`config.mk`:
```
export PLATFORM = sky130hd
export DESIGN_NAME = escape_byte_rle_encoder
export DESIGN_NICKNAME = d
export VERILOG_FILES = /design/src/rtl/ebre_pkg.sv /design/src/rtl/ebre_fifo.sv /design/src/rtl/ebre_front.sv /design/src/rtl/ebre_back.sv /design/src/rtl/escape_byte_rle_encoder.sv
export SDC_FILE = /design/constraint.sdc
export NUM_CORES = 1
export LEC_CHECK = 0
export BUFFER_PORTS_ARGS = -buffer_cell sky130_fd_sc_hd__buf_2
export CORE_MARGIN = 3
export CORE_UTILIZATION = 41
export DETAILED_ROUTE_END_ITERATION = 12
export GPL_ROUTABILITY_DRIVEN = 0
export PLACE_DENSITY = 0.6
export RECOVER_POWER = 50
export SLEW_MARGIN = 10
export SYNTH_ARGS = -nofsm -noshare
export SYNTH_HDL_FRONTEND = slang
export SYNTH_SLANG_ARGS = --single-unit
```
`constraint.sdc`:
```
create_clock -name i_clk -period 6.45 [get_ports i_clk]
set_clock_uncertainty 0.2 [all_clocks]
set_input_delay 0 -clock i_clk [delete_from_list [all_inputs] [get_ports i_clk]]
set_output_delay 0 -clock i_clk [all_outputs]
set_load 0.005 [all_outputs]
```
`src/rtl/ebre_pkg.sv`:
```
// Package for the escape-byte RLE encoder: types, constants, helpers.
// No dependencies; imported by every module of the block.
`timescale 1ns / 1ps

package ebre_pkg;

    localparam logic [7:0] ESC_RESET     = 8'hED;
    localparam logic [7:0] MAX_RUN_RESET = 8'd240;
    localparam logic [7:0] MIN_RUN_RESET = 8'd4;
    localparam logic [7:0] LITERAL_LIMIT = 8'd4;
    localparam logic [7:0] END_CODE      = 8'h00;

    localparam int unsigned ADDR_W = 4;

    typedef enum logic [1:0] {
        REG_ESCAPE  = 2'd0,
        REG_MAX_RUN = 2'd1,
        REG_MIN_RUN = 2'd2
    } t_reg_idx;

    typedef struct packed {
        logic [7:0] esc;
        logic [7:0] max_run;
        logic [7:0] min_run;
    } t_cfg;

    // One queued request: old run flush (a), final run flush (b) plus terminator.
    typedef struct packed {
        logic       a_en;
        logic       a_coded;
        logic [7:0] a_val;
        logic [7:0] a_len;
        logic       term;     // also enables the b flush
        logic       b_coded;
        logic [7:0] b_val;
        logic [7:0] b_len;
        logic [7:0] esc;
    } t_cmd;

    typedef enum logic [1:0] {
        SEG_A,
        SEG_B,
        SEG_TERM
    } t_seg;

    function automatic logic is_coded(input logic [7:0] val, input logic [7:0] len,
                                      input t_cfg cfg);
        logic [7:0] thr;
        thr = (cfg.min_run > LITERAL_LIMIT) ? LITERAL_LIMIT : cfg.min_run;
        return (len >= thr) || (val == cfg.esc);
    endfunction

endpackage

```
`src/rtl/ebre_fifo.sv`:
```
// Small flop-based request queue between the front and back parts.
// Depends on ebre_pkg (t_cmd).
`timescale 1ns / 1ps

module ebre_fifo import ebre_pkg::*; #(
    parameter int unsigned DEPTH = 4
) (
    input  logic i_clk,
    input  logic i_rst_n,
    input  logic i_push,
    input  t_cmd i_wdata,
    output logic o_full,
    input  logic i_pop,
    output logic o_valid,
    output t_cmd o_rdata
);

    localparam int unsigned PTR_W = $clog2(DEPTH);
    localparam int unsigned CNT_W = $clog2(DEPTH + 1);
    localparam logic [PTR_W-1:0] PTR_LAST = PTR_W'(DEPTH - 1);
    localparam logic [CNT_W-1:0] CNT_FULL = CNT_W'(DEPTH);

    t_cmd             r_mem [DEPTH];
    logic [PTR_W-1:0] r_wr_ptr, n_wr_ptr;
    logic [PTR_W-1:0] r_rd_ptr, n_rd_ptr;
    logic [CNT_W-1:0] r_count, n_count;

    logic do_push, do_pop;

    assign o_full  = (r_count == CNT_FULL);
    assign o_valid = (r_count != '0);
    assign o_rdata = r_mem[r_rd_ptr];
    assign do_push = i_push && !o_full;
    assign do_pop  = i_pop && o_valid;

    always_comb begin
        n_wr_ptr = r_wr_ptr;
        n_rd_ptr = r_rd_ptr;
        n_count  = r_count;
        if (do_push) begin
            n_wr_ptr = (r_wr_ptr == PTR_LAST) ? '0 : r_wr_ptr + 1'b1;
        end
        if (do_pop) begin
            n_rd_ptr = (r_rd_ptr == PTR_LAST) ? '0 : r_rd_ptr + 1'b1;
        end
        if (do_push && !do_pop) begin
            n_count = r_count + 1'b1;
        end else if (do_pop && !do_push) begin
            n_count = r_count - 1'b1;
        end
    end

    always_ff @(posedge i_clk) begin
        if (!i_rst_n) begin
            r_wr_ptr <= '0;
            r_rd_ptr <= '0;
            r_count  <= '0;
        end else begin
            r_wr_ptr <= n_wr_ptr;
            r_rd_ptr <= n_rd_ptr;
            r_count  <= n_count;
        end
    end

    always_ff @(posedge i_clk) begin
        if (do_push) begin
            r_mem[r_wr_ptr] <= i_wdata;
        end
    end

endmodule

```
`src/rtl/ebre_front.sv`:
```
// Front part: tracks the pending run and turns each input byte that ends a run or the stream into a flush request.
// Depends on ebre_pkg (t_cfg, t_cmd, is_coded).
`timescale 1ns / 1ps

module ebre_front import ebre_pkg::*; (
    input  logic       i_clk,
    input  logic       i_rst_n,
    input  t_cfg       i_cfg,
    input  logic       i_accept,
    input  logic [7:0] i_data,
    input  logic       i_last,
    output logic       o_push,
    output t_cmd       o_cmd
);

    logic [7:0] r_run_val, n_run_val;
    logic [7:0] r_run_len, n_run_len;

    logic [7:0] cap;
    logic       extend;
    logic [7:0] new_val, new_len;

    assign cap    = (i_cfg.max_run == 8'd0) ? 8'd1 : i_cfg.max_run;
    assign extend = (r_run_len != 8'd0) && (i_data == r_run_val) && (r_run_len < cap);

    always_comb begin
        new_val = extend ? r_run_val : i_data;
        new_len = extend ? (r_run_len + 8'd1) : 8'd1;

        o_cmd.a_en    = !extend && (r_run_len != 8'd0);
        o_cmd.a_coded = is_coded(r_run_val, r_run_len, i_cfg);
        o_cmd.a_val   = r_run_val;
        o_cmd.a_len   = r_run_len;
        o_cmd.term    = i_last;
        o_cmd.b_coded = is_coded(new_val, new_len, i_cfg);
        o_cmd.b_val   = new_val;
        o_cmd.b_len   = new_len;
        o_cmd.esc     = i_cfg.esc;

        o_push = i_accept && (o_cmd.a_en || i_last);

        // end of stream clears the run
        n_run_val = i_last ? 8'd0 : new_val;
        n_run_len = i_last ? 8'd0 : new_len;
    end

    always_ff @(posedge i_clk) begin
        if (!i_rst_n) begin
            r_run_val <= 8'd0;
            r_run_len <= 8'd0;
        end else if (i_accept) begin
            r_run_val <= n_run_val;
            r_run_len <= n_run_len;
        end
    end

endmodule

```
`src/rtl/ebre_back.sv`:
```
// Back part: walks a queued request byte by byte into a registered output stage.
// Depends on ebre_pkg (t_cmd, t_seg, END_CODE).
`timescale 1ns / 1ps

module ebre_back import ebre_pkg::*; (
    input  logic       i_clk,
    input  logic       i_rst_n,
    input  logic       i_q_valid,
    input  t_cmd       i_cmd,
    output logic       o_pop,
    output logic       o_valid,
    input  logic       i_ready,
    output logic [7:0] o_data,
    output logic       o_last
);

    t_seg       r_seg, n_seg;
    logic [1:0] r_idx, n_idx;
    logic       r_out_valid;
    logic [7:0] r_out_data;
    logic       r_out_last;

    t_seg       eff_seg;
    logic       seg_coded;
    logic [7:0] seg_val, seg_len;
    logic [1:0] seg_last_idx;
    logic       last_of_seg, last_of_cmd;
    logic       fire;
    logic [7:0] cur_byte;

    assign fire = i_q_valid && (!r_out_valid || i_ready);

    // Segment decode; a request without an old-run flush starts at the final run.
    always_comb begin
        eff_seg = (r_seg == SEG_A && !i_cmd.a_en) ? SEG_B : r_seg;
        seg_coded = (eff_seg == SEG_A) ? i_cmd.a_coded : i_cmd.b_coded;
        seg_val   = (eff_seg == SEG_A) ? i_cmd.a_val   : i_cmd.b_val;
        seg_len   = (eff_seg == SEG_A) ? i_cmd.a_len   : i_cmd.b_len;
        if (eff_seg == SEG_TERM) begin
            seg_last_idx = 2'd1;
        end else if (seg_coded) begin
            seg_last_idx = 2'd2;
        end else begin
            seg_last_idx = seg_len[1:0] - 2'd1;  // literal runs are 1 to 3 long
        end
        last_of_seg = (r_idx == seg_last_idx);
        last_of_cmd = last_of_seg && (eff_seg == SEG_TERM || (eff_seg == SEG_A && !i_cmd.term));
    end

    // Output byte select
    always_comb begin
        unique case (eff_seg)
            SEG_TERM: cur_byte = (r_idx == 2'd0) ? i_cmd.esc : END_CODE;
            default: begin
                if (!seg_coded) begin
                    cur_byte = seg_val;
                end else if (r_idx == 2'd0) begin
                    cur_byte = i_cmd.esc;
                end else if (r_idx == 2'd1) begin
                    cur_byte = seg_len;
                end else begin
                    cur_byte = seg_val;
                end
            end
        endcase
    end

    // Next state
    always_comb begin
        n_seg = r_seg;
        n_idx = r_idx;
        if (fire) begin
            if (last_of_cmd) begin
                n_seg = SEG_A;
                n_idx = 2'd0;
            end else if (last_of_seg) begin
                unique case (eff_seg)
                    SEG_A:   n_seg = SEG_B;
                    SEG_B:   n_seg = SEG_TERM;
                    default: n_seg = SEG_A;
                endcase
                n_idx = 2'd0;
            end else begin
                n_idx = r_idx + 2'd1;
            end
        end
    end

    assign o_pop   = fire && last_of_cmd;
    assign o_valid = r_out_valid;
    assign o_data  = r_out_data;
    assign o_last  = r_out_last;

    always_ff @(posedge i_clk) begin
        if (!i_rst_n) begin
            r_seg       <= SEG_A;
            r_idx       <= 2'd0;
            r_out_valid <= 1'b0;
        end else begin
            r_seg <= n_seg;
            r_idx <= n_idx;
            if (fire) begin
                r_out_valid <= 1'b1;
            end else if (i_ready) begin
                r_out_valid <= 1'b0;
            end
        end
    end

    always_ff @(posedge i_clk) begin
        if (fire) begin
            r_out_data <= cur_byte;
            r_out_last <= last_of_cmd;
        end
    end

endmodule

```
`src/rtl/escape_byte_rle_encoder.sv`:
```
// Escape-byte run-length encoder top level: config registers, front, queue, back.
// Depends on ebre_pkg, ebre_front, ebre_fifo, ebre_back.
`timescale 1ns / 1ps

// Takes one raw byte per input request and emits the compressed stream one code byte
// per cycle unless m_tready stalls it. Runs of equal bytes (up to max_run) are sent as
// the triple escape, count, value when long enough or when the value is the escape
// code, otherwise as literal copies; the byte flagged tlast flushes its run and adds
// escape, 0x00. m_tlast marks the last code byte caused by an input byte.
// Rate: the output side moves one code byte per cycle while a request is queued and
// m_tready is high; an input byte causes 0 to 8 code bytes, 3 for a run of escape
// bytes. The front takes a new byte every cycle while the request queue
// (QUEUE_DEPTH entries) has room, so runs that merely grow are absorbed at one byte
// per cycle. An accepted byte's request is registered in the queue, and its first
// code byte then in the output stage. No clearing pass after reset.
module escape_byte_rle_encoder import ebre_pkg::*; #(
    parameter int unsigned QUEUE_DEPTH = 4   // request queue entries, 2 or more
) (
    input  logic              i_clk,
    input  logic              i_rst_n,
    // input stream
    input  logic              s_tvalid,
    output logic              s_tready,
    input  logic [7:0]        s_tdata,   // [7:0] data_byte
    input  logic              s_tlast,   // last_byte
    // output stream
    output logic              m_tvalid,
    input  logic              m_tready,
    output logic [7:0]        m_tdata,   // [7:0] code_byte
    output logic              m_tlast,   // burst_end
    // register port
    input  logic              psel,
    input  logic              penable,
    input  logic              pwrite,
    input  logic [ADDR_W-1:0] paddr,
    input  logic [31:0]       pwdata,
    output logic [31:0]       prdata,
    output logic              pready
);

    t_cfg r_cfg;
    t_cmd front_cmd, head_cmd;
    logic front_push, q_full, q_valid, q_pop;
    logic in_accept, cfg_wr;
    t_reg_idx reg_sel;

    // Register port: no wait states, always ready.
    assign pready  = 1'b1;
    assign cfg_wr  = psel && penable && pwrite;
    assign reg_sel = t_reg_idx'(paddr[3:2]);

    always_ff @(posedge i_clk) begin
        if (!i_rst_n) begin
            r_cfg.esc     <= ESC_RESET;
            r_cfg.max_run <= MAX_RUN_RESET;
            r_cfg.min_run <= MIN_RUN_RESET;
        end else if (cfg_wr && paddr[1:0] == 2'b00) begin
            unique case (reg_sel)
                REG_ESCAPE:  r_cfg.esc     <= pwdata[7:0];
                REG_MAX_RUN: r_cfg.max_run <= pwdata[7:0];
                REG_MIN_RUN: r_cfg.min_run <= pwdata[7:0];
                default: ;   // unmapped address, write dropped
            endcase
        end
    end

    always_comb begin
        prdata = 32'd0;
        if (paddr[1:0] == 2'b00) begin
            unique case (reg_sel)
                REG_ESCAPE:  prdata = {24'd0, r_cfg.esc};
                REG_MAX_RUN: prdata = {24'd0, r_cfg.max_run};
                REG_MIN_RUN: prdata = {24'd0, r_cfg.min_run};
                default:     prdata = 32'd0;
            endcase
        end
    end

    // Front accepts whenever the queue can take a request.
    assign s_tready  = !q_full;
    assign in_accept = s_tvalid && s_tready;

    ebre_front u_front (
        .i_clk    (i_clk),
        .i_rst_n  (i_rst_n),
        .i_cfg    (r_cfg),
        .i_accept (in_accept),
        .i_data   (s_tdata),
        .i_last   (s_tlast),
        .o_push   (front_push),
        .o_cmd    (front_cmd)
    );

    ebre_fifo #(
        .DEPTH (QUEUE_DEPTH)
    ) u_fifo (
        .i_clk   (i_clk),
        .i_rst_n (i_rst_n),
        .i_push  (front_push),
        .i_wdata (front_cmd),
        .o_full  (q_full),
        .i_pop   (q_pop),
        .o_valid (q_valid),
        .o_rdata (head_cmd)
    );

    ebre_back u_back (
        .i_clk     (i_clk),
        .i_rst_n   (i_rst_n),
        .i_q_valid (q_valid),
        .i_cmd     (head_cmd),
        .o_pop     (q_pop),
        .o_valid   (m_tvalid),
        .i_ready   (m_tready),
        .o_data    (m_tdata),
        .o_last    (m_tlast)
    );

endmodule

```
### Word level (Yosys, flattened, before mapping)

Memories as Yosys holds them, arrays and structs flattened. A register that Yosys moved wholly into a read port is not among the register bits.
Cells that the tools add are included.

| word-level totals | value |
|---|---|
| bits in writable memories | 176 |
| flip-flop bits (word level) | 61 |
| memories | 1 |
| word-level logic and storage cells | 115 |

Memories:

| name | words | bits a word | read ports | clocked after Yosys merged registers in | write ports | line | RTL |
|---|---|---|---|---|---|---|---|
| u_fifo.r_mem | 4 | 44 | 1 | 1 | 1 | ebre_fifo.sv:23 | `t_cmd r_mem [DEPTH];` |

| cells by class | value |
|---|---|
| multiplexer cells | 34 |
| order comparisons | 4 |
| add/sub/neg operators | 7 |
| reductions and logical operators | 44 |
| equal/unequal tests | 12 |

Operators with widths:

| cell | count |
|---|---|
| $mux 8 | 14 |
| $eq 8x8->1 | 3 |
| $pmux 8 s3 | 1 |
| $mux 2 | 11 |
| $logic_and 1x1->1 | 17 |
| $ge 8x8->1 | 2 |
| $logic_not 2->1 | 5 |
| $add 8x1->8 const B | 1 |
| $eq 2x2->1 const B | 4 |
| $gt 8x3->1 const B | 1 |
| $logic_not 8->1 | 1 |
| $lt 8x8->1 | 1 |
| $reduce_and 2->1 | 4 |
| $reduce_bool 8->1 | 1 |
| $logic_not 1->1 | 7 |
| $add 2x1->2 const B | 3 |
| $eq 2x1->1 const B | 3 |
| $mux 3 | 2 |
| $reduce_bool 2->1 | 3 |
| $logic_or 1x1->1 | 5 |
| $mux 1 | 5 |
| $pmux 2 s2 | 1 |
| $add 3x1->3 const B | 1 |
| $eq 3x3->1 const B | 1 |
| other kinds (4) | 4 |

### Logic depth before layout (Yosys ltp)

| logic depth | value |
|---|---|
| depth after elaboration | 15 |
| gate-level depth with buffers | 18 |

### By module

Synthesis repeated with hierarchy kept, for this count alone.

| unflattened totals | value |
|---|---|
| cells, all modules | 843 |
| area total of the unflattened synthesis | 11544.8 µm² |

By module, submodules not included:

| module | area each (µm²) | times used | sequential area each (µm²) | cells each |
|---|---|---|---|---|
| ebre_fifo | 6889.1 | 1 | 5465.2 | 281 |
| ebre_front | 1994.4 | 1 | 320.3 | 243 |
| escape_byte_rle_encoder | 1442.6 | 1 | 480.5 | 163 |
| ebre_back | 1218.7 | 1 | 370.4 | 156 |

### Worst setup path before layout

OpenSTA, ideal clock, no wires.

| timing path | value |
|---|---|
| kind | reg2reg |
| start | register u_front.r_run_len[5] |
| end | memory u_fifo.r_mem[0][24] (netlist bit), data pin |
| arrival | 3.312 ns |
| path buffers | 0 |
| cell stages (with the launch flop) | 18 |
| slack | 2.666 ns |
| clock period less this slack | 3.784 ns |
| cells stage by stage | dfxtp_1 > ha_1 > a21oi_1 > nor2b_1 > o21ai_0 > nand4_1 > a21o_1 > or2_2 > inv_1 > ha_1 > nand2b_1 > a21o_1 > a21o_1 > a21o_1 > a21o_1 > a21o_1 > a21o_1 > a221o_1 |

RTL lines:

| what | line | RTL |
|---|---|---|
| from (decl) | ebre_front.sv:17 | `logic [7:0] r_run_len, n_run_len;` |
| from (signal assigned) | ebre_front.sv:53 | `r_run_len <= n_run_len;` |
| to (decl) | ebre_fifo.sv:23 |  |

==> impl_metrics.csv <==
group,metric,value,unit
outcome,status,"finished with violations",
outcome,failing_checks,"max-capacitance violations, max-slew violations",
detailed_routing,num_vias,6190,
critical_path,timing.rr.end,"u_fifo.r_count[2]",
detailed_routing,antenna_violating_nets_post_route,0,
worst_hold_path,hold_end,"r_cfg[19]",
synthesis,synth_simple_gate_area_share,8.62,%
detailed_routing,postRouteWirelength,22000,um
floorplan,die_area,28500,sq um
pwr,irDropWorstVdd,0.229,mV
timing,postLayoutSetupSlackWorst,1.86,ns
cells_and_area,syn_to_final_growth,14.3,%
synthesis,synthesized_area,10900,sq um
synthesis,edff_count_synth,185,
synthesis,netlist-cell-type-count,50,
floorplan,core_box_area,25600,sq um
placed_design,dp_hpwl,13700,um
timing,max_slew_margin,-60.9,%
detailed_routing,drt_iter0_markers,533,
floorplan,die_width,169,um
cells_and_area,instances_no_fill,1193,
timing,grt_setup_unrepaired,"false",
placed_design,pre_cts_slack,1.78,ns
critical_path,timing.critical_path.to_type,"register",
cts,post-cts-setup-buffers,0,
critical_path,required,6.69,ns
cells_and_area,final_common_cell,"sky130_fd_sc_hd__edfxtp_1",
cts,number_of_sinks_driven_by_the_clock_tree,239,
cells_and_area,drive_gt1_share,14.7,%
timing,achievable-frequency,0.218,GHz
cells_and_area,diodes,0,
critical_path,regToRegSetupSlack,1.86,ns
cts,h-tree-depth,1,
synthesis,ys.flop_type,"sky130_fd_sc_hd__edfxtp_1",
global_routing,globalRouteTotalUtil,15.9,%
placed_design,placed_cells_incl_taps,1120,
cts,clkSlewWorstSetupHoldPaths,0.06,ns
worst_hold_path,worstHoldPathType,"in -> reg",
cts,clock_path_buffers,3,
cts,cts_resized,0,
timing,timing.final.max_slew_violations,58,
critical_path,setup.worst_path.start_class,"register",
floorplan,core.rowCount,58,
critical_path,worst_ep_arrival_time,4.82,ns
floorplan,chipHeight,169,um
global_routing,leftover_overflow_at_the_end_of_global_routing,0,
timing,hold_vio_cnt_final,0,
cts,ctsHoldBuffers,27,
timing,setup_total_negative_slack,0,ns
timing,worst_margin_slew,2.41,ns
global_routing,largest_net_degree_at_the_start_of_global_routing,58,
pwr,p_leak,4.49,nW
synthesis,netlist_instances,763,
cells_and_area,most-common-layout-cells,"sky130_fd_sc_hd__edfxtp_1, sky130_fd_sc_hd__mux2i_1, sky130_fd_sc_hd__dfxtp_1",
synthesis,synth_adder_area_share,3.98,%
worst_hold_path,hold_path.startpoint,"pwdata[3]",
global_routing,antenna_found_initial,0,
critical_path,critPathMaxFanout,17,
floorplan,start_util,42.4,%
worst_hold_path,hold_path_depth,4,
cts,cts_tree,"done",
synthesis,synthesis.yosys.warnings,0,
critical_path,worstSetupPathType,"reg -> reg",
synthesis,main_combinational_cell_family_by_area_after_synthesis,"multiplexers",
detailed_routing,detail_route.first_pass.iterations,4,
synthesis,yosysSeqAreaShare,61.1,%
synthesis,post_synth_xor_area_fraction,2.26,%
synthesis,postSynthRegisterBits,239,
global_routing,first_global_vias,6358,
timing,finalCriticalPeriod,4.59,ns
cts,cts.root.buffer_cell,"sky130_fd_sc_hd__clkbuf_16",
detailed_routing,route.detailed.drc,0,
cts,tritoncts.num_buffers,25,
flow_run,cap_viol_max_count,1,
placed_design,place.port_buffers,46,
critical_path,worst_r2r_path_depth,14,
cts,clock_latency,0.53,ns
synthesis,compound_gate_portion_of_the_synthesized_area,5.43,%
detailed_routing,vias_per_cell,5.19,
floorplan,top_level_ports,96,
pwr,p_per_area,307,nW/um^2
global_routing,global_route_wire_length_before_repair,35800,um
synthesis,post_synth_mux_area_share,14.3,%
timing,timing.final.crit_share,71.1,%
synthesis,synthArstFlopShare,0,%
synthesis,post_synthesis_area_per_instance,14.2,sq um
timing,report.final.setup_viol,0,
timing,hold_ws,0.0783,ns
detailed_routing,post_drt_wl_per_cell,18.4,um
cells_and_area,nets,930,
==> routing by layer <==
layer | up-vias | wire, um | share of wire (%) | GRT usage, %
li1 | 2963 | - | - | -
met1 | 3049 | 9880 | 45 | 22.9
met2 | 146 | 10500 | 48 | 26.0
met3 | 32 | 1160 | 5.3 | 2.24
met4 | 0 | 419 | 1.9 | 3.38
met5 | - | 0 | 0 | 0
==> state kept, by name, summed over array words and instances (netlist names), named ones only <==
register           flops
u_fifo.r_mem         176
r_cfg                 24
u_back.o_data          8
u_front.r_run_len      8
u_front.r_run_val      8
u_fifo.r_count         3
u_back.r_idx           2
u_back.r_seg           2
u_fifo.r_rd_ptr        2
u_fifo.r_wr_ptr        2
u_back.o_last          1
u_back.o_valid         1
==> worst max path at each step <==
stage / from / to / slack, ns
after global placement: register / u_fifo.r_count[2] / 1.87
after global routing: register / u_fifo.r_count[2] / 1.46
after CTS: register / u_fifo.r_count[2] / 1.76
after detailed placement: register / u_fifo.r_count[2] / 1.78
after floorplan: u_front.r_run_len[5] / u_fifo.r_mem[0][24] / 2.67
final: register / u_fifo.r_count[2] / 1.86
==> synth_stat cells, types with 5 or more instances <==
library cell / n / area share [%]
sky130_fd_sc_hd__inv_1: 28 / 0.97
sky130_fd_sc_hd__nor2b_1: 30 / 1.7
sky130_fd_sc_hd__nor3_1: 13 / 0.60
sky130_fd_sc_hd__buf_4: 26 / 1.8
sky130_fd_sc_hd__a21oi_1: 24 / 1.1
sky130_fd_sc_hd__and2_1: 10 / 0.58
sky130_fd_sc_hd__nand2b_1: 5 / 0.29
sky130_fd_sc_hd__nand2_1: 39 / 1.3
sky130_fd_sc_hd__nor2_1: 43 / 1.5
sky130_fd_sc_hd__xnor2_1: 7 / 0.56
sky130_fd_sc_hd__xor2_1: 21 / 1.7
sky130_fd_sc_hd__dfxtp_1: 54 / 9.9
sky130_fd_sc_hd__edfxtp_1: 185 / 51
sky130_fd_sc_hd__mux4_2: 44 / 9.1
sky130_fd_sc_hd__a21o_1: 14 / 0.97
sky130_fd_sc_hd__clkbuf_1: 27 / 0.93
sky130_fd_sc_hd__nor4_1: 8 / 0.46
sky130_fd_sc_hd__o22a_1: 6 / 0.48
sky130_fd_sc_hd__mux2i_1: 55 / 5.1
sky130_fd_sc_hd__nor3b_1: 8 / 0.55
sky130_fd_sc_hd__o21ai_0: 20 / 0.92
sky130_fd_sc_hd__nand3_1: 5 / 0.23
sky130_fd_sc_hd__a21boi_0: 10 / 0.69
sky130_fd_sc_hd__ha_1: 33 / 3.8
==> power by group <==
| group | leakage, nW | switching [W] | total, W | internal, W |
|---|---|---|---|---|
| Combinational | 1.96 | 0.000332 | 0.000584 | 0.000252 |
| Clock | 0.407 | 0.000578 | 0.00141 | 0.000832 |
| Sequential | 2.12 | 0.0000480 | 0.00182 | 0.00177 |
==> cell families (layout without fill, tap and decap cells) <==
group / count (synthesis) / after routing
compound gates: 90 / 90
xor+xnor: 28 / 28
fa+ha+maj: 34 / 34
buf+inv: 90 / 157
flops: 239 / 239
mux: 100 / 100
other cells: 2 / 35
simple gates: 180 / 180
==> critical path, cell delays in order (launching register included) <==
cell and delay (ns):
sky130_fd_sc_hd__dfxtp_2 0.70, sky130_fd_sc_hd__buf_4 0.45, sky130_fd_sc_hd__mux4_2 0.55, sky130_fd_sc_hd__mux2i_1 0.44
sky130_fd_sc_hd__and4b_1 0.25, sky130_fd_sc_hd__a21oi_1 0.11, sky130_fd_sc_hd__and3_1 0.33, sky130_fd_sc_hd__nor3_2 0.13
sky130_fd_sc_hd__inv_1 0.09, sky130_fd_sc_hd__ha_1 0.18, sky130_fd_sc_hd__inv_1 0.06, sky130_fd_sc_hd__fa_1 0.37
sky130_fd_sc_hd__xor2_1 0.18, sky130_fd_sc_hd__or3_1 0.30, sky130_fd_sc_hd__a21boi_0 0.16
==> area by class of cell <==
cell class,count,area (sq um)
repair buffers,83,544
clock inverters,18,173
fillers,2258,13200
multi-input cells,467,3910
inverters,28,105
flip-flops and latches,239,6640
well taps,330,413
clock buffers,28,637
==> metrics by stage <==
stage | utilization (%) | cell area [sq um] | total power [W]
floorplan | - | 11000 | 0.00227
CTS | 48.6 | 12400 | 0.00387
finish | 48.5 | 12400 | 0.00381
detailed placement | 44.4 | 11400 | 0.00244
global placement | 44.4 | 11400 | 0.00243
global route | 48.5 | 12400 | 0.00400
No activity file was read; power rests on OpenSTA's default activity.
